$ cat src/rtl/y2rgb_pkg.sv
package y2rgb_pkg;

    localparam int SUM_W = 26;

    localparam logic signed [SUM_W-1:0] COEF_RV = 26'sd89831;
    localparam logic signed [SUM_W-1:0] COEF_GV = 26'sd45744;
    localparam logic signed [SUM_W-1:0] COEF_GU = 26'sd22127;
    localparam logic signed [SUM_W-1:0] COEF_BU = 26'sd113538;
    localparam logic [8:0] CHROMA_BIAS = 9'd128;
    localparam logic [15:0] SCALE_NUM = 16'd220;

    typedef struct packed {
        logic [7:0] y0;
        logic [7:0] u;
        logic [7:0] y1;
        logic [7:0] v;
        logic       last;
    } y2rgb_pix_t;

    typedef struct packed {
        logic [7:0]             y0;
        logic [7:0]             y1;
        logic signed [SUM_W-1:0] rv;
        logic signed [SUM_W-1:0] gv;
        logic signed [SUM_W-1:0] gu;
        logic signed [SUM_W-1:0] bu;
        logic                   last;
    } y2rgb_prod_t;

    typedef struct packed {
        logic signed [SUM_W-1:0] r0;
        logic signed [SUM_W-1:0] g0;
        logic signed [SUM_W-1:0] b0;
        logic signed [SUM_W-1:0] r1;
        logic signed [SUM_W-1:0] g1;
        logic signed [SUM_W-1:0] b1;
        logic                   last;
    } y2rgb_sum_t;

    typedef struct packed {
        logic [7:0] r0;
        logic [7:0] g0;
        logic [7:0] b0;
        logic [7:0] r1;
        logic [7:0] g1;
        logic [7:0] b1;
        logic       last;
    } y2rgb_rgb_t;

endpackage

$ cat src/rtl/y2rgb_chroma_mult.sv
module y2rgb_chroma_mult (
    input  logic                  aclk,
    input  logic                  aresetn,
    input  logic                  in_valid,
    output logic                  in_ready,
    input  y2rgb_pkg::y2rgb_pix_t  in_data,
    output logic                  out_valid,
    input  logic                  out_ready,
    output y2rgb_pkg::y2rgb_prod_t out_data
);
    import y2rgb_pkg::*;

    logic                   bias_valid_reg;
    logic                   bias_ready;
    logic [7:0]             y0_reg;
    logic [7:0]             y1_reg;
    logic signed [8:0]      du_reg;
    logic signed [8:0]      dv_reg;
    logic                   last_reg;
    logic signed [8:0]      du_next;
    logic signed [8:0]      dv_next;

    logic                   prod_valid_reg;
    y2rgb_prod_t            prod_reg;
    y2rgb_prod_t            prod_next;
    logic signed [SUM_W-1:0] du_ext;
    logic signed [SUM_W-1:0] dv_ext;

    // bias removal stage
    assign in_ready = !bias_valid_reg || bias_ready;
    assign du_next  = $signed({1'b0, in_data.u} - CHROMA_BIAS);
    assign dv_next  = $signed({1'b0, in_data.v} - CHROMA_BIAS);

    always_ff @(posedge aclk) begin
        if (!aresetn) begin
            bias_valid_reg <= 1'b0;
        end else if (in_ready) begin
            bias_valid_reg <= in_valid;
        end
    end

    always_ff @(posedge aclk) begin
        if (in_ready && in_valid) begin
            y0_reg   <= in_data.y0;
            y1_reg   <= in_data.y1;
            du_reg   <= du_next;
            dv_reg   <= dv_next;
            last_reg <= in_data.last;
        end
    end

    // coefficient product stage
    assign bias_ready = !prod_valid_reg || out_ready;
    assign du_ext     = SUM_W'(du_reg);
    assign dv_ext     = SUM_W'(dv_reg);

    always_comb begin
        prod_next.y0   = y0_reg;
        prod_next.y1   = y1_reg;
        prod_next.rv   = COEF_RV * dv_ext;
        prod_next.gv   = COEF_GV * dv_ext;
        prod_next.gu   = COEF_GU * du_ext;
        prod_next.bu   = COEF_BU * du_ext;
        prod_next.last = last_reg;
    end

    always_ff @(posedge aclk) begin
        if (!aresetn) begin
            prod_valid_reg <= 1'b0;
        end else if (bias_ready) begin
            prod_valid_reg <= bias_valid_reg;
        end
    end

    always_ff @(posedge aclk) begin
        if (bias_ready && bias_valid_reg) begin
            prod_reg <= prod_next;
        end
    end

    assign out_valid = prod_valid_reg;
    assign out_data  = prod_reg;

endmodule

$ cat src/rtl/y2rgb_pixel_sum.sv
module y2rgb_pixel_sum (
    input  logic                   aclk,
    input  logic                   aresetn,
    input  logic                   in_valid,
    output logic                   in_ready,
    input  y2rgb_pkg::y2rgb_prod_t in_data,
    output logic                   out_valid,
    input  logic                   out_ready,
    output y2rgb_pkg::y2rgb_sum_t  out_data
);
    import y2rgb_pkg::*;

    logic                    valid_reg;
    y2rgb_sum_t              sum_reg;
    y2rgb_sum_t              sum_next;
    logic signed [SUM_W-1:0] base0;
    logic signed [SUM_W-1:0] base1;

    assign in_ready = !valid_reg || out_ready;
    assign base0    = $signed({2'b00, in_data.y0, 16'h0000});
    assign base1    = $signed({2'b00, in_data.y1, 16'h0000});

    always_comb begin
        sum_next.r0   = base0 + in_data.rv;
        sum_next.g0   = base0 - in_data.gv - in_data.gu;
        sum_next.b0   = base0 + in_data.bu;
        sum_next.r1   = base1 + in_data.rv;
        sum_next.g1   = base1 - in_data.gv - in_data.gu;
        sum_next.b1   = base1 + in_data.bu;
        sum_next.last = in_data.last;
    end

    always_ff @(posedge aclk) begin
        if (!aresetn) begin
            valid_reg <= 1'b0;
        end else if (in_ready) begin
            valid_reg <= in_valid;
        end
    end

    always_ff @(posedge aclk) begin
        if (in_ready && in_valid) begin
            sum_reg <= sum_next;
        end
    end

    assign out_valid = valid_reg;
    assign out_data  = sum_reg;

endmodule

$ cat src/rtl/y2rgb_channel_out.sv
module y2rgb_channel_out (
    input  logic                  aclk,
    input  logic                  aresetn,
    input  logic                  in_valid,
    output logic                  in_ready,
    input  y2rgb_pkg::y2rgb_sum_t in_data,
    output logic                  out_valid,
    input  logic                  out_ready,
    output y2rgb_pkg::y2rgb_rgb_t out_data
);
    import y2rgb_pkg::*;

    logic       valid_reg;
    y2rgb_rgb_t rgb_reg;
    y2rgb_rgb_t rgb_next;

    // negative sums clamp to zero, so truncation toward zero never matters
    function automatic logic [7:0] clamp_scale(input logic signed [SUM_W-1:0] s);
        logic [7:0]  c;
        logic [15:0] p;
        if (s[SUM_W-1]) begin
            c = 8'd0;
        end else if (s[SUM_W-2:24] != '0) begin
            c = 8'd255;
        end else begin
            c = s[23:16];
        end
        p = {8'h00, c} * SCALE_NUM;
        return p[15:8];
    endfunction

    assign in_ready = !valid_reg || out_ready;

    always_comb begin
        rgb_next.r0   = clamp_scale(in_data.r0);
        rgb_next.g0   = clamp_scale(in_data.g0);
        rgb_next.b0   = clamp_scale(in_data.b0);
        rgb_next.r1   = clamp_scale(in_data.r1);
        rgb_next.g1   = clamp_scale(in_data.g1);
        rgb_next.b1   = clamp_scale(in_data.b1);
        rgb_next.last = in_data.last;
    end

    always_ff @(posedge aclk) begin
        if (!aresetn) begin
            valid_reg <= 1'b0;
        end else if (in_ready) begin
            valid_reg <= in_valid;
        end
    end

    always_ff @(posedge aclk) begin
        if (in_ready && in_valid) begin
            rgb_reg <= rgb_next;
        end
    end

    assign out_valid = valid_reg;
    assign out_data  = rgb_reg;

endmodule

$ cat src/rtl/yuyv_to_rgb_pair_converter.sv
// channel  | ports   | tdata (low bit up)                          | tlast
// ---------+---------+---------------------------------------------+--------------
// input    | s_*     | y0_luma, u_chroma, y1_luma, v_chroma        | frame_end_in
// result   | m_*     | red/green/blue_first, red/green/blue_second | frame_end_out
//
// one item per clock while m_tready stays high; items pass through the bias,
// product, sum and clamp/scale register stages
// aresetn (synchronous, active low) empties every stage
// each stage holds its item while the stage after it is full and stalled, so a
// stall at m_tready backs up stage by stage and bubbles close up

module yuyv_to_rgb_pair_converter (
    input  logic        aclk,
    input  logic        aresetn,
    input  logic        s_tvalid,
    output logic        s_tready,
    input  logic [31:0] s_tdata,   // y0_luma, u_chroma, y1_luma, v_chroma
    input  logic        s_tlast,
    output logic        m_tvalid,
    input  logic        m_tready,
    output logic [47:0] m_tdata,   // red_first, green_first, blue_first,
                                   // red_second, green_second, blue_second
    output logic        m_tlast
);
    import y2rgb_pkg::*;

    y2rgb_pix_t  pix;
    y2rgb_prod_t prod;
    y2rgb_sum_t  sum;
    y2rgb_rgb_t  rgb;
    logic        prod_valid;
    logic        prod_ready;
    logic        sum_valid;
    logic        sum_ready;

    always_comb begin
        pix.y0   = s_tdata[7:0];
        pix.u    = s_tdata[15:8];
        pix.y1   = s_tdata[23:16];
        pix.v    = s_tdata[31:24];
        pix.last = s_tlast;
    end

    y2rgb_chroma_mult u_mult (
        .aclk      (aclk),
        .aresetn   (aresetn),
        .in_valid  (s_tvalid),
        .in_ready  (s_tready),
        .in_data   (pix),
        .out_valid (prod_valid),
        .out_ready (prod_ready),
        .out_data  (prod)
    );

    y2rgb_pixel_sum u_sum (
        .aclk      (aclk),
        .aresetn   (aresetn),
        .in_valid  (prod_valid),
        .in_ready  (prod_ready),
        .in_data   (prod),
        .out_valid (sum_valid),
        .out_ready (sum_ready),
        .out_data  (sum)
    );

    y2rgb_channel_out u_out (
        .aclk      (aclk),
        .aresetn   (aresetn),
        .in_valid  (sum_valid),
        .in_ready  (sum_ready),
        .in_data   (sum),
        .out_valid (m_tvalid),
        .out_ready (m_tready),
        .out_data  (rgb)
    );

    assign m_tdata = {rgb.b1, rgb.g1, rgb.r1, rgb.b0, rgb.g0, rgb.r0};
    assign m_tlast = rgb.last;

endmodule
$ cat config.mk
export PLATFORM = sky130hd
export DESIGN_NAME = yuyv_to_rgb_pair_converter
export DESIGN_NICKNAME = d
export VERILOG_FILES = /design/src/rtl/y2rgb_pkg.sv /design/src/rtl/y2rgb_chroma_mult.sv /design/src/rtl/y2rgb_pixel_sum.sv /design/src/rtl/y2rgb_channel_out.sv /design/src/rtl/yuyv_to_rgb_pair_converter.sv
export SDC_FILE = /design/constraint.sdc
export NUM_CORES = 1
export LEC_CHECK = 0
export BUFFER_PORTS_ARGS = -buffer_cell sky130_fd_sc_hd__clkbuf_2
export CAP_MARGIN = 20
export CELL_PAD_IN_SITES_DETAIL_PLACEMENT = 2
export CELL_PAD_IN_SITES_GLOBAL_PLACEMENT = 2
export CORE_AREA = 4 4 290 292
export DETAILED_ROUTE_END_ITERATION = 12
export DIE_AREA = 0 0 294 296
export PLACE_DENSITY_LB_ADDON = 0.12
export SETUP_SLACK_MARGIN = 0.02
export SLEW_MARGIN = 30
export SYNTH_ARGS = -nofsm -noshare
export SYNTH_HDL_FRONTEND = slang
export SYNTH_HIERARCHICAL = 1
export SYNTH_SLANG_ARGS = --single-unit
$ cat constraint.sdc
create_clock -name aclk -period 8.9 [get_ports aclk]
set_input_delay 1.78 -clock aclk [delete_from_list [all_inputs] [get_ports aclk]]
set_output_delay 1.78 -clock aclk [all_outputs]
set_load 0.005 [all_outputs]
# Word-level counts from Yosys, hierarchy flattened
# Cells that the tools add are included.
# W data, S select, Z words.
[totals] latchBits=0 wordCells=74 mem_count=0 regBits=361 mem_bits_ro=0 out_inout_bits=51 mem_bits_rw=0
[classes] n_mux=12 n_eq_ne=0 magnitude_cmp=0 n_mul=10 n_bitwise=0 shifts=0 div_mod_pow=0 reduce_logical=12 add_sub_neg=10
[op_table] op="$add A25 B26 Y26" count=4
[op_table] op="$mux W8" count=12
[op_table] op="$mul A8 B6 Y14 const B" count=6
[op_table] op="$sub A25 B26 Y26" count=2
[op_table] op="$sub A26 B26 Y26" count=2
[op_table] op="$mul A18 B9 Y26 const A" count=1
[op_table] op="$mul A16 B9 Y25 const A" count=1
[op_table] op="$mul A17 B9 Y25 const A" count=1
[op_table] op="$mul A13 B9 Y22 const A" count=1
[op_table] op="$sub A8 B8 Y9 const B" count=2
[op_table] op="$logic_and A1 B1 Y1" count=4
[op_table] op="$logic_not A1 Y1" count=4
[op_table] op="$logic_or A1 B1 Y1" count=4

# Logic depth before layout (Yosys ltp)
# Gate-level depths: netlist of run 1.
[logic_depth] depth_word=6 mapped_depth=18 mapped_depth_nobuf=18

# By module
# Netlist of run 1, hierarchy kept.
[modules_own_cells] mod="y2rgb_chroma_mult" seq_area_each_um2=4394.2 area_per_inst_um2=13325.3 cells_each=1134 instances=1
[modules_own_cells] mod="y2rgb_pixel_sum" seq_area_each_um2=3293.2 area_per_inst_um2=7547.2 cells_each=655 instances=1
[modules_own_cells] mod="y2rgb_channel_out" seq_area_each_um2=1491.4 area_per_inst_um2=7424.6 cells_each=763 instances=1

# Worst setup path before layout of run 1
# No wires, ideal clock.
[synth_timing] path_kind="input -> register" startpoint="input m_tready" endpoint="register u_mult.prod_reg (netlist bit u_mult/out_data[0]) (enable)" setup_ns=0.598 n_path_buf=0 arrival_time_ns=7.054 slack_ns=1.248 required_time_ns=8.302 stages=4 path_cell_list="nand2b_1 > nand2b_1 > nor2b_1 > nor2b_1"
[synth_via] elab_chain_cells=4
[synth_rtl] element="start, declared" line="yuyv_to_rgb_pair_converter.sv:20" source="input logic m_tready,"
[synth_rtl] element="$logic_or A1 B1 Y1" line="y2rgb_channel_out.sv:32" source="assign in_ready = !valid_reg || out_ready;"
[synth_rtl] element="$logic_or A1 B1 Y1" line="y2rgb_pixel_sum.sv:19" source="assign in_ready = !valid_reg || out_ready;"
[synth_rtl] element="named net prod_ready" line="yuyv_to_rgb_pair_converter.sv:32" source="logic prod_ready;"
[synth_rtl] element="$logic_or A1 B1 Y1" line="y2rgb_chroma_mult.sv:53" source="assign bias_ready = !prod_valid_reg || out_ready;"
[synth_rtl] element="$logic_and A1 B1 Y1" line="y2rgb_chroma_mult.sv:76" source="if (bias_ready && bias_valid_reg) begin"
[synth_rtl] element="end signal, assigned" line="y2rgb_chroma_mult.sv:77" source="prod_reg <= prod_next;"
[synth_rtl] element="end, declared" line="y2rgb_chroma_mult.sv:24" source="y2rgb_prod_t prod_reg;"
# The timed path passes the listed nets, and every way through them passes these cells.
# A chain may end at the register's enable or synchronous reset.

==> results summary, run 1 <==
The leakage dissipation is 13.53 nW. The via count of the first global-routing pass came to 19430. IR analysis of the VDD net gives a maximum drop of 0.1792 mV. The aggregate routed wire length is 65.41 mm. The routed length on met3 came out at 1.726 mm. The final-report hold violation count is 0.

88 I/O pins were placed. Measured against its own limit, the worst slew margin works out to 0.3988. Max-cap violations in this run came to 0. The startpoint identified for the worst hold timing path is u_mult/y1_reg[7].

The longest individual stage delay on the worst path is 0.52 ns. The TritonCTS clock tree is built. The placeable core region is 0.08158 sq mm. The type of origin of the critical path is a flip-flop.

The filler cells instantiated in the layout total 8729. The arrival time of the worst setup path came out at 5.93 ns. The routed length on met2 is 32.12 mm. Along the worst hold path, the cell count comes to 0.

The maximum achievable frequency came out at 178.0 MHz. The transition time of the tightest slew-check pin is 0.9018 ns. The wire length of the first global-routing pass is 107.1 mm.

The part of the cycle the worst path needs came out at 0.6312. The power per cell area is 395.0 mW/mm^2. Dividing the detail-routed wire length by the instance count gives 18.36 microns. The hold path endpoint is u_mult/out_data[112]. The clock passes through at most 3 buffers.

The number of antenna violations at the first check in global routing is 1. The cell count after synthesis came out at 2366. The cell at the slowest stage of the critical path is fa_1. The minimum clock period came out at 5.617 ns.

The clock buffer count from CTS came out at 34. The most common cell after layout, fill and taps aside is ha_1. The number of diodes added for antenna fixing came out at 0. The number of design rule violations left after detail routing came out at 0. Setup repair after global routing left no endpoint under its margin.

The die span in y is 296 microns. The quantity of hold-fixing buffers added after cts is 0. The register with the most flip-flops in the layout has 84 of them. The level count of the clock H-tree came out at 2. The clock latency of the later-clocked register in the worst-skew pair came out at 0.56 ns. The final count of pins violating max slew came out at 0.

In the layout the commonest cells are 494 x ha_1, 445 x inv_1, 227 x edfxtp_1, 218 x fa_1, 151 x nor2_1. In this run the clock root is driven by a clkbuf_16. Relative to the synthesized area, the layout overhead comes to 11.21%. The final number of setup-violating endpoints is 0. The worst register-to-register path ends at u_mult/out_data[50]. The global-route total usage across every layer came out at 0.1544. The critical path is of the reg -> reg type. Clock skew on the completed layout was measured at 0.03134 ns. After detailed routing, the number of vias per cell comes to 4.734. The detailed placement HPWL is 54.97 mm. The setup fix buffers added after clock tree synthesis is 0. The initial DRC count is 403. Entering global routing, the biggest net connects 67 pins. The flow ran to the end, and the final reports show no timing, DRC or antenna violations. Yosys printed 6 warnings. The total number of vias came out at 16870. The global placement routability congestion is 0.8581. The flop-to-flop setup slack is 3.28 ns. After synthesis the cells add up to 0.02523 sq mm. The wire length on met1 is 29.99 mm.

The count of cells resized by post-cts repair came out at 0. During placement, the flow inserted port buffers numbering 87. The horizontal extent of the die is 294 microns.

The largest driver fanout on the critical path came out at 23. In this run the remaining antenna-violating nets after routing total 0. For this design, the sink count on the clock tree is 231. Row generation in the floorplan step produced 105 rows. The CTS clock-pin slew for the worst setup and hold paths came out at 0.06 ns.

STA classifies the critical path endpoint as a flip-flop. The remaining global-route overflow is 0. For the final routed database, the setup TNS stands at 0 ns.

The average cell area after synthesis came out at 10.66 sq um. The completed layout was analyzed and its total power is 11.08 mW. The initial core utilization is 0.3093. The floorplan step defined a die boundary enclosing 0.08702 sq mm. The cell family contributing the most delay on the critical path is adder cells. In this run the worst setup path begins at u_mult/du_reg[7].

The tightest min-delay check is of the reg -> reg type. The critical path goes through buf_4 > clkinv_1 > ha_1 > ha_1 > inv_1 > fa_1 > fa_1 > inv_1 > fa_1 > ha_1 > a2111oi_2 > o21ai_1 > a21o_1 > a2bb2oi_1 > a31oi_1 > mux2i_1 > o21ai_1. The worst register-to-register path begins at u_mult/du_reg[7]. The first detailed-routing pass ran for 4 iterations. The required time of the critical path is 9.21 ns. The number of buffer and inverter stages on the critical path came out at 4. The share of post-route cells with drive strength above 1 came out at 0.07942. Routed signal wires occupy layers up through met4. The net count of the finished layout is 3219. The number of cells on the worst reg-to-reg path is 17.
-- worst register-to-register path: stages (launching register included) --
cell,delay [ns]
edfxtp_1,0.32
buf_4,0.32
clkinv_1,0.39
ha_1,0.51
ha_1,0.38
inv_1,0.07
fa_1,0.44
fa_1,0.52
inv_1,0.06
fa_1,0.39
ha_1,0.36
a2111oi_2,0.47
o21ai_1,0.15
a21o_1,0.26
a2bb2oi_1,0.28
a31oi_1,0.18
mux2i_1,0.17
o21ai_1,0.09
-- stage by stage --
| stage | setup WS (ns) | hold slack, ns | area (sq um) | util | cells |
|---|---|---|---|---|---|
| after global placement | 3.396 | 0.4019 | 26940 | 0.3302 | 3504 |
| after detailed placement | 3.256 | 0.4062 | 26940 | 0.3302 | 3504 |
| final | 3.283 | 0.4202 | 28060 | 0.3439 | 3563 |
| after CTS | 3.248 | 0.4218 | 28060 | 0.3439 | 3563 |
| after global routing | 2.822 | 0.4321 | 28060 | 0.3439 | 3563 |
| after floorplan | 2.540 | 0.4003 | 25240 | - | 2369 |
-- where the power goes --
group | switching (mW) | internal (mW)
clock | 0.557 | 0.825
combinational | 4.50 | 3.22
sequential | 0.138 | 1.84
total | 5.20 | 5.88
-- area by class of cell --
type,instances,area (sq um),area share
inverters,446,1674,0.05967
clock buffers,40,873.3,0.03113
well taps,1070,1339,0.04771
clock inverters,19,247.7,0.008829
flip-flops and latches,231,6897,0.2458
multi-input cells,1664,16550,0.5897
repair buffers,93,480.5,0.01712
-- worst max path at each step --
stage,end,slack (ns),cells past startpoint
2_1_floorplan,u_mult/out_data[0],2.54,4
3_3_place_gp,u_mult/out_data[50],3.40,17
5_1_grt,u_mult/out_data[50],2.82,17
3_5_place_dp,u_mult/out_data[50],3.26,17
4_1_cts,u_mult/out_data[50],3.25,17
6_report,u_mult/out_data[50],3.28,17
-- metal layers --
metal | vias to the layer above | track usage
li1 | 8217 | -
met1 | 8435 | 0.1991
met2 | 153 | 0.2744
met3 | 63 | 0.02007
met4 | 0 | 0.04003
met5 | - | 0
Power figures use the tool's default switching activity.
==> run 2: changes to the inputs <==
--- a/config.mk
+++ b/config.mk
@@ -5,13 +5,14 @@
 export SDC_FILE = /design/constraint.sdc
 export NUM_CORES = 1
 export LEC_CHECK = 0
+export ABC_AREA = 1
 export BUFFER_PORTS_ARGS = -buffer_cell sky130_fd_sc_hd__clkbuf_2
 export CAP_MARGIN = 20
 export CELL_PAD_IN_SITES_DETAIL_PLACEMENT = 2
 export CELL_PAD_IN_SITES_GLOBAL_PLACEMENT = 2
-export CORE_AREA = 4 4 290 292
+export CORE_AREA = 4 4 305 307
 export DETAILED_ROUTE_END_ITERATION = 12
-export DIE_AREA = 0 0 294 296
+export DIE_AREA = 0 0 309 311
 export PLACE_DENSITY_LB_ADDON = 0.12
 export SETUP_SLACK_MARGIN = 0.02
 export SLEW_MARGIN = 30
==> constraint.sdc (replaced) <==
create_clock -name aclk -period 5.8 [get_ports aclk]
set_input_delay 1.16 -clock aclk [delete_from_list [all_inputs] [get_ports aclk]]
set_output_delay 1.16 -clock aclk [all_outputs]
set_load 0.005 [all_outputs]
==> run 2 against run 1 <==
Global-route usage rose by 3.2 points. Die area is 10% higher. Hold slack better by 0.0029 ns. Non-clock buffer count grew 1. Via count is 33% higher. Synthesized cell count rose by 46%. Critical path type unchanged. Largest cell class unchanged.
==> results summary, run 2 <==
The run finished with clean final reports. The final number of setup-violating endpoints is 0 (unchanged). The count of cells resized by post-cts repair came out at 0 (unchanged). The longest individual stage delay on the worst path came out at 0.71 ns (+0.19 ns).

The total power came out at 15.92 mW (+44%). The die footprint is 0.09610 sq mm (+10%). The post-place instance area came out at 0.03034 sq mm (+13%). The horizontal extent of the die came to 309 microns (+5.1%). The aggregate routed wire length was 88.29 mm (+35%).

The number of buffer and inverter stages on the critical path is 2 (-2). The average cell area after synthesis came out at 8.228 sq um (-23%). The CTS clock-pin slew for the worst setup and hold paths was 0.07 ns (about the same). The number of flip-flops under the largest register name came to 84 (unchanged). The net count of the finished layout was 4323 (+34%). In this run the most critical hold path is launched from u_mult/y1_reg[6].

The clock buffer count from CTS came out at 34 (unchanged). The initial DRC count came to 687 (+70%). The routed length on met3 was 1.994 mm (+16%).

The number of antenna violations at the first check in global routing is 1 (unchanged). The relative max-transition margin came out at 0.4680 (+0.06917). The count of synthesis-stage warnings from yosys is 6 (unchanged). The share of the core filled with cells is 0.3502 (+0.006238). The cell area after layout came out at 0.03152 sq mm (+12%). The die span in y is 311 microns (+5.1%). The number of fillers in the final layout is 10290 (+18%).

The TritonCTS sink count came out at 231 (unchanged). The minimum clock period came out at 4.816 ns (-0.8014 ns). The uppermost layer routed is met5.

The final count of pins violating max slew is 0 (unchanged). The initial core utilization came out at 0.3152 (+0.005938). The global-route total usage across every layer came out at 0.1860 (+0.03159). The type of origin of the critical path is a flip-flop. The element type at the critical path end is a flip-flop. The total number of vias is 22380 (+33%). The per-cell via count in the routed design is 4.688 (-0.99%). The largest driver fanout on the critical path is 12 (-48%). The post-route setup TNS came out at 0 ns (unchanged). The largest voltage drop on the vdd net came out at 0.1662 mV (-7.3%). The global placement routability congestion is 0.8720 (+1.6%). The number of nets with antenna violations after detailed routing is 0 (unchanged).

The leakage dissipation was 16.99 nW (+26%). The average wire per cell in the routed design is 18.49 microns (+0.72%). The maximum achievable frequency came out at 207.6 MHz (+17%). Setup repair after global routing left no endpoint under its margin. The clock latency of the later-clocked register in the worst-skew pair is 0.56 ns (about the same).

Walking the worst path, the cells encountered are inv_1 > ha_1 > xnor2_1 > xor2_1 > inv_1 > fa_1 > fa_1 > ha_1 > ha_1 > nand2_1 > nand2_1 > o21bai_1 > a21oi_1 > nand2_1 > nand2_1 > nand2_1. By instance count, the cell type seen most on the critical path is nand2_1. The path category of the worst min-delay check is reg -> reg. The largest net degree at the start of global routing came out at 85 (+27%).

Among all stages on the critical path, the largest delay is contributed by edfxtp_1. The worst-case clock buffer depth is 3 (unchanged). The synthesized area came out at 0.02837 sq mm (+12%). The number of design rule violations left after detail routing is 0 (unchanged). The power per cell area is 505.1 mW/mm^2 (+28%). The number of violations of the max-capacitance limit came out at 0 (unchanged). The quantity of hold-fixing buffers added after cts is 0 (unchanged).

The wire length of the first global-routing pass was 141.8 mm (+32%). The share of post-route cells with drive strength above 1 came to 0.05835 (-0.02107). The clock skew after layout is 0.02387 ns (-0.007467 ns). The via count of the first global-routing pass came out at 25730 (+32%). The level count of the clock H-tree came out at 2 (unchanged). On the critical path the largest part of the delay comes from adder cells. The number of diodes added for antenna fixing came out at 0 (unchanged). The arrival time of the worst setup path is 5.10 ns (-0.83 ns). The final-report hold violation count was 0 (unchanged). The startpoint identified for the worst register-to-register timing path is u_mult/dv_reg[6]. The part of the cycle the worst path needs came to 0.8303 (+0.1992).

The routed length on met2 came out at 43.92 mm (+37%). The count of TritonRoute iterations in the first routing pass came out at 5 (+1). The most critical setup path has its startpoint at u_mult/dv_reg[6].

The number of core rows was 110 (+4.8%). Leaving out fill and tap cells, the most frequent cell in the layout is nand2_1. The cell count after synthesis is 3448 (+46%). The detailed placement HPWL is 76.79 mm (+40%).

Leaving out fill and tap cells, the most frequent cells in the layout are 813 x nand2_1, 805 x inv_1, 494 x ha_1, 227 x edfxtp_1, 218 x fa_1. TritonCTS built the clock tree. The remaining global-route overflow came out at 0 (unchanged). The number of port buffers came to 87 (unchanged). The wire length on met1 came to 40.72 mm (+36%). The transition time of the tightest slew-check pin came out at 0.7980 ns (-0.1038 ns). The number of top-level pins is 88 (unchanged).

The placeable core region came to 0.09001 sq mm (+10%). The required time of the critical path is 6.08 ns (-3.13 ns). The tree is rooted in a clkbuf_16. The layout overhead on the synthesized area is 11.09%. The worst setup path is of the reg -> reg kind. The setup fix buffers added after clock tree synthesis was 0 (unchanged).
## run 2: path summary, 6_finish.rpt
check | slack (ns) | to | depth (start not counted)
min | 0.42 | u_mult/out_data[111] | 0
min reg2reg | 0.42 | u_mult/out_data[111] | 0
max | 0.98 | u_mult/out_data[102] | 16
max reg2reg | 0.98 | u_mult/out_data[102] | 16
## run 2: area by class of cell
type | instances | area, sq um | area share
Timing Repair Buffer | 94 | 500.5 | 0.01588
Clock inverter | 22 | 289.0 | 0.009170
Tap cell | 1176 | 1471 | 0.04669
Clock buffer | 39 | 890.9 | 0.02827
Multi-Input combinational cell | 2402 | 18430 | 0.5846
Sequential cell | 231 | 6897 | 0.2188
Inverter | 811 | 3044 | 0.09659
## run 2: where the power goes
| part | total [mW] | internal (mW) | switching (mW) | leakage, nW |
|---|---|---|---|---|
| Combinational | 10.9 | 3.74 | 7.17 | 14.3 |
| Clock | 2.25 | 1.41 | 0.839 | 0.579 |
| Sequential | 2.75 | 2.57 | 0.187 | 2.15 |
| Total | 15.9 | 7.72 | 8.20 | 17.0 |
## run 2: layer usage
metal	global-route usage	up-vias
met3	0.02253	79
li1	-	11090
met2	0.3330	148
met5	0	-
met1	0.2409	11070
met4	0.03679	2
## run 2: per-stage QoR
step,worst slack (ns),cells,hold WS (ns)
after global routing,0.6320,4775,0.4240
after detailed placement,0.9482,4714,0.4055
after CTS,0.9242,4775,0.4243
after global placement,1.179,4714,0.4010
final,0.9840,4775,0.4231
after floorplan,1.045,3451,0.4003
## run 2: worst register-to-register path, cell delays in order, from the launching register on
cell	delay, ns
edfxtp_1	0.71
inv_1	0.21
ha_1	0.51
xnor2_1	0.32
xor2_1	0.19
inv_1	0.08
fa_1	0.49
fa_1	0.44
ha_1	0.29
ha_1	0.41
nand2_1	0.11
nand2_1	0.07
o21bai_1	0.18
a21oi_1	0.26
nand2_1	0.10
nand2_1	0.09
nand2_1	0.09
==> run 3: changes to the inputs <==
==> constraint.sdc (replaced) <==
create_clock -name aclk -period 4.8 [get_ports aclk]
set_input_delay 0.96 -clock aclk [delete_from_list [all_inputs] [get_ports aclk]]
set_output_delay 0.96 -clock aclk [all_outputs]
set_load 0.005 [all_outputs]
==> run 3 against run 2 <==
Sequential cell count is the same. Non-clock buffer count rose by 28. Utilization rose by 0.27 points. Critical path type unchanged. Critical endpoint is now u_mult/out_data[24].
==> results summary, run 3 (synthesized netlist as in run 2, its figures left out) <==
The transition time of the tightest slew-check pin was 0.8010 ns (+0.002991 ns). The average wire per cell in the routed design came out at 18.58 microns (+0.51%). The element type at the critical path end is a flip-flop.

The power per cell area came out at 607.4 mW/mm^2 (+20%). The critical path in this run is classified as reg -> reg. The number of antenna violations at the first check in global routing is 2 (+1). The CTS clock-pin slew for the worst setup and hold paths is 0.06 ns (about the same). The number of core rows is 110 (unchanged). The detailed placement HPWL is 77.22 mm (+0.56%). The horizontal extent of the die came out at 309 microns (unchanged). The worst setup margin is 0.2288 ns (-0.7552 ns). The die span in y came out at 311 microns (unchanged).

The top cell types in the final layout, fill and taps aside, are 813 x nand2_1, 805 x inv_1, 494 x ha_1, 227 x edfxtp_1. The switching part of the total is 0.5177 (+0.002693). The internal power component came out at 9.304 mW (+21%). The logic depth of the worst register-to-register path came to 16 (unchanged). The die footprint is 0.09610 sq mm (unchanged). The number of design rule violations left after detail routing is 0 (unchanged). The endpoint of the worst register-to-register path is u_mult/out_data[24]. The minimum clock period is 4.571 ns (-0.2448 ns).

The global-route total usage across every layer is 0.1878 (+0.001771). The global placement routability congestion is 0.8679 (-0.47%). The share of post-route cells with drive strength above 1 came out at 0.06725 (+0.008905). The per-cell via count in the routed design came out at 4.724 (+0.79%).

The most common cell after layout, fill and taps aside is nand2_1. The number of top-level pins is 88 (unchanged). The initial core utilization was 0.3152 (unchanged).

The level count of the clock H-tree is 2 (unchanged). The worst-case clock buffer depth is 3 (unchanged). The TritonCTS sink count came out at 231 (unchanged). The post-placement setup slack came out at 0.2067 ns (-0.7415 ns). The aggregate routed wire length came out at 89.28 mm (+1.1%). The post-place instance area is 0.03047 sq mm (+0.44%). The post-route setup TNS came out at 0 ns (unchanged). The number of violations of the max-capacitance limit came to 0 (unchanged). The combinational share of power is 0.686 (about the same). The maximum achievable frequency is 218.8 MHz (+5.4%). The final number of setup-violating endpoints was 0 (unchanged). The number of flip-flops under the largest register name is 84 (unchanged). The flop-to-flop setup slack is 0.23 ns (-0.76 ns). The relative max-transition margin came to 0.4660 (-0.001994). The worst hold path depth was 0 (unchanged). The switching power total came out at 9.988 mW (+22%). The clock network fraction of total power came to 0.142 (about the same).

The required time of the critical path is 5.13 ns (-0.95 ns). The final count of pins violating max slew came out at 0 (unchanged). The total number of vias came to 22700 (+1.4%). Clock tree synthesis selected as its root buffer the cell clkbuf_16. The startpoint of the worst register-to-register path is u_mult/du_reg[3].

The via count of the first global-routing pass came to 26010 (+1.1%). Setup repair after global routing could not meet its margin everywhere. The clock buffer count from CTS came out at 34 (unchanged). The worst setup path is launched from a flip-flop. The part of the cycle the worst path needs is 0.9523 (+0.1220).

The placeable core region is 0.09001 sq mm (unchanged). The final-report hold violation count was 0 (unchanged). TritonCTS built the clock tree.

For hold timing, the worst endpoint is u_mult/out_data[118]. The count of TritonRoute iterations in the first routing pass is 4 (-1). The largest net degree at the start of global routing came out at 85 (unchanged). The net count of the finished layout came to 4351 (+0.65%). The layout overhead on the synthesized area came out at 11.96%. The run finished with clean final reports. The number of port buffers came out at 87 (unchanged).

The number of nets with antenna violations after detailed routing came out at 0 (unchanged). The clock skew after layout is 0.02862 ns (+0.004744 ns). The path category of the worst min-delay check is reg -> reg.

The remaining global-route overflow was 0 (unchanged). The startpoint identified for the worst hold timing path is u_mult/y0_reg[5]. The leakage dissipation is 17.12 nW (+0.77%).

The largest voltage drop on the vdd net came out at 0.2174 mV (+31%). The cell area after layout came out at 0.03176 sq mm (+0.78%). The final-layout worst hold slack came out at 0.4236 ns (+0.0005260 ns). The clock latency of the later-clocked register in the worst-skew pair came out at 0.57 ns (about the same). The wire length of the first global-routing pass is 143.0 mm (+0.83%). The largest driver fanout on the critical path was 6 (-6). The number of diodes added for antenna fixing is 0 (unchanged). The arrival time of the worst setup path is 4.90 ns (-0.20 ns). The sequential share of power came out at 0.172 (about the same).

The initial DRC count is 657 (-4.4%).
run 3: routing by layer:
layer | part of all wire | global-route usage
met5 | 0.00010 | 0
met2 | 0.49 | 0.3348
met3 | 0.028 | 0.02539
met4 | 0.022 | 0.03997
met1 | 0.46 | 0.2416
run 3: cell type report:
cell class                      count  area, sq um
Timing Repair Buffer              122        730.7
Tap cell                         1176         1471
Sequential cell                   231         6897
Clock inverter                     23        301.5
Multi-Input combinational cell   2402        18430
Fill cell                       10300        58250
Clock buffer                       39        890.9
Inverter                          811         3044
run 3: worst max-delay path by stage:
stage | start | to | depth (start not counted)
floorplan | m_tready | u_sum/out_data[0] | 4
global placement | u_mult/dv_reg[4] | u_mult/out_data[98] | 16
detailed placement | u_mult/du_reg[1] | u_mult/out_data[46] | 18
CTS | u_mult/du_reg[1] | u_mult/out_data[46] | 18
global route | u_mult/du_reg[3] | u_mult/out_data[24] | 16
finish | u_mult/du_reg[3] | u_mult/out_data[24] | 16
run 3: per-stage QoR:
step | std cells | total power [mW] | util
floorplan | 3451 | 12.49 | -
global placement | 4728 | 16.26 | 0.3382
detailed placement | 4729 | 16.71 | 0.3385
CTS | 4791 | 19.69 | 0.3518
global route | 4804 | 21.55 | 0.3529
finish | 4804 | 19.29 | 0.3529
run 3: timing repair:
| item | CTS | global route |
|---|---|---|
| hold buffers | 0 | 0 |
| setup buffers | 0 | 13 |
| setup endpoints to repair | 0 | 6 |
| gates resized for setup | 0 | 1 |
run 3: power groups by stage:
stage | registers, mW | logic, mW | clock network [mW]
5_1_grt | 3.36 | 15.3 | 2.95
6_report | 3.32 | 13.2 | 2.74
3_5_place_dp | 3.38 | 13.3 | 0
3_3_place_gp | 3.37 | 12.9 | 0
2_1_floorplan | 3.25 | 9.24 | 0
4_1_cts | 3.34 | 13.5 | 2.87
run 3: worst max-delay path, stage by stage, from the launching register on:
cell and delay, ns:
edfxtp_1 0.51, fa_1 0.54, fa_1 0.51, inv_1 0.07
fa_1 0.53, fa_1 0.52, inv_1 0.04, ha_1 0.28
ha_1 0.39, nand2_1 0.16, inv_1 0.07, a21oi_1 0.29
nor2_1 0.08, nor2_1 0.16, nand2_1 0.07, nand2_1 0.06
nand2_1 0.04
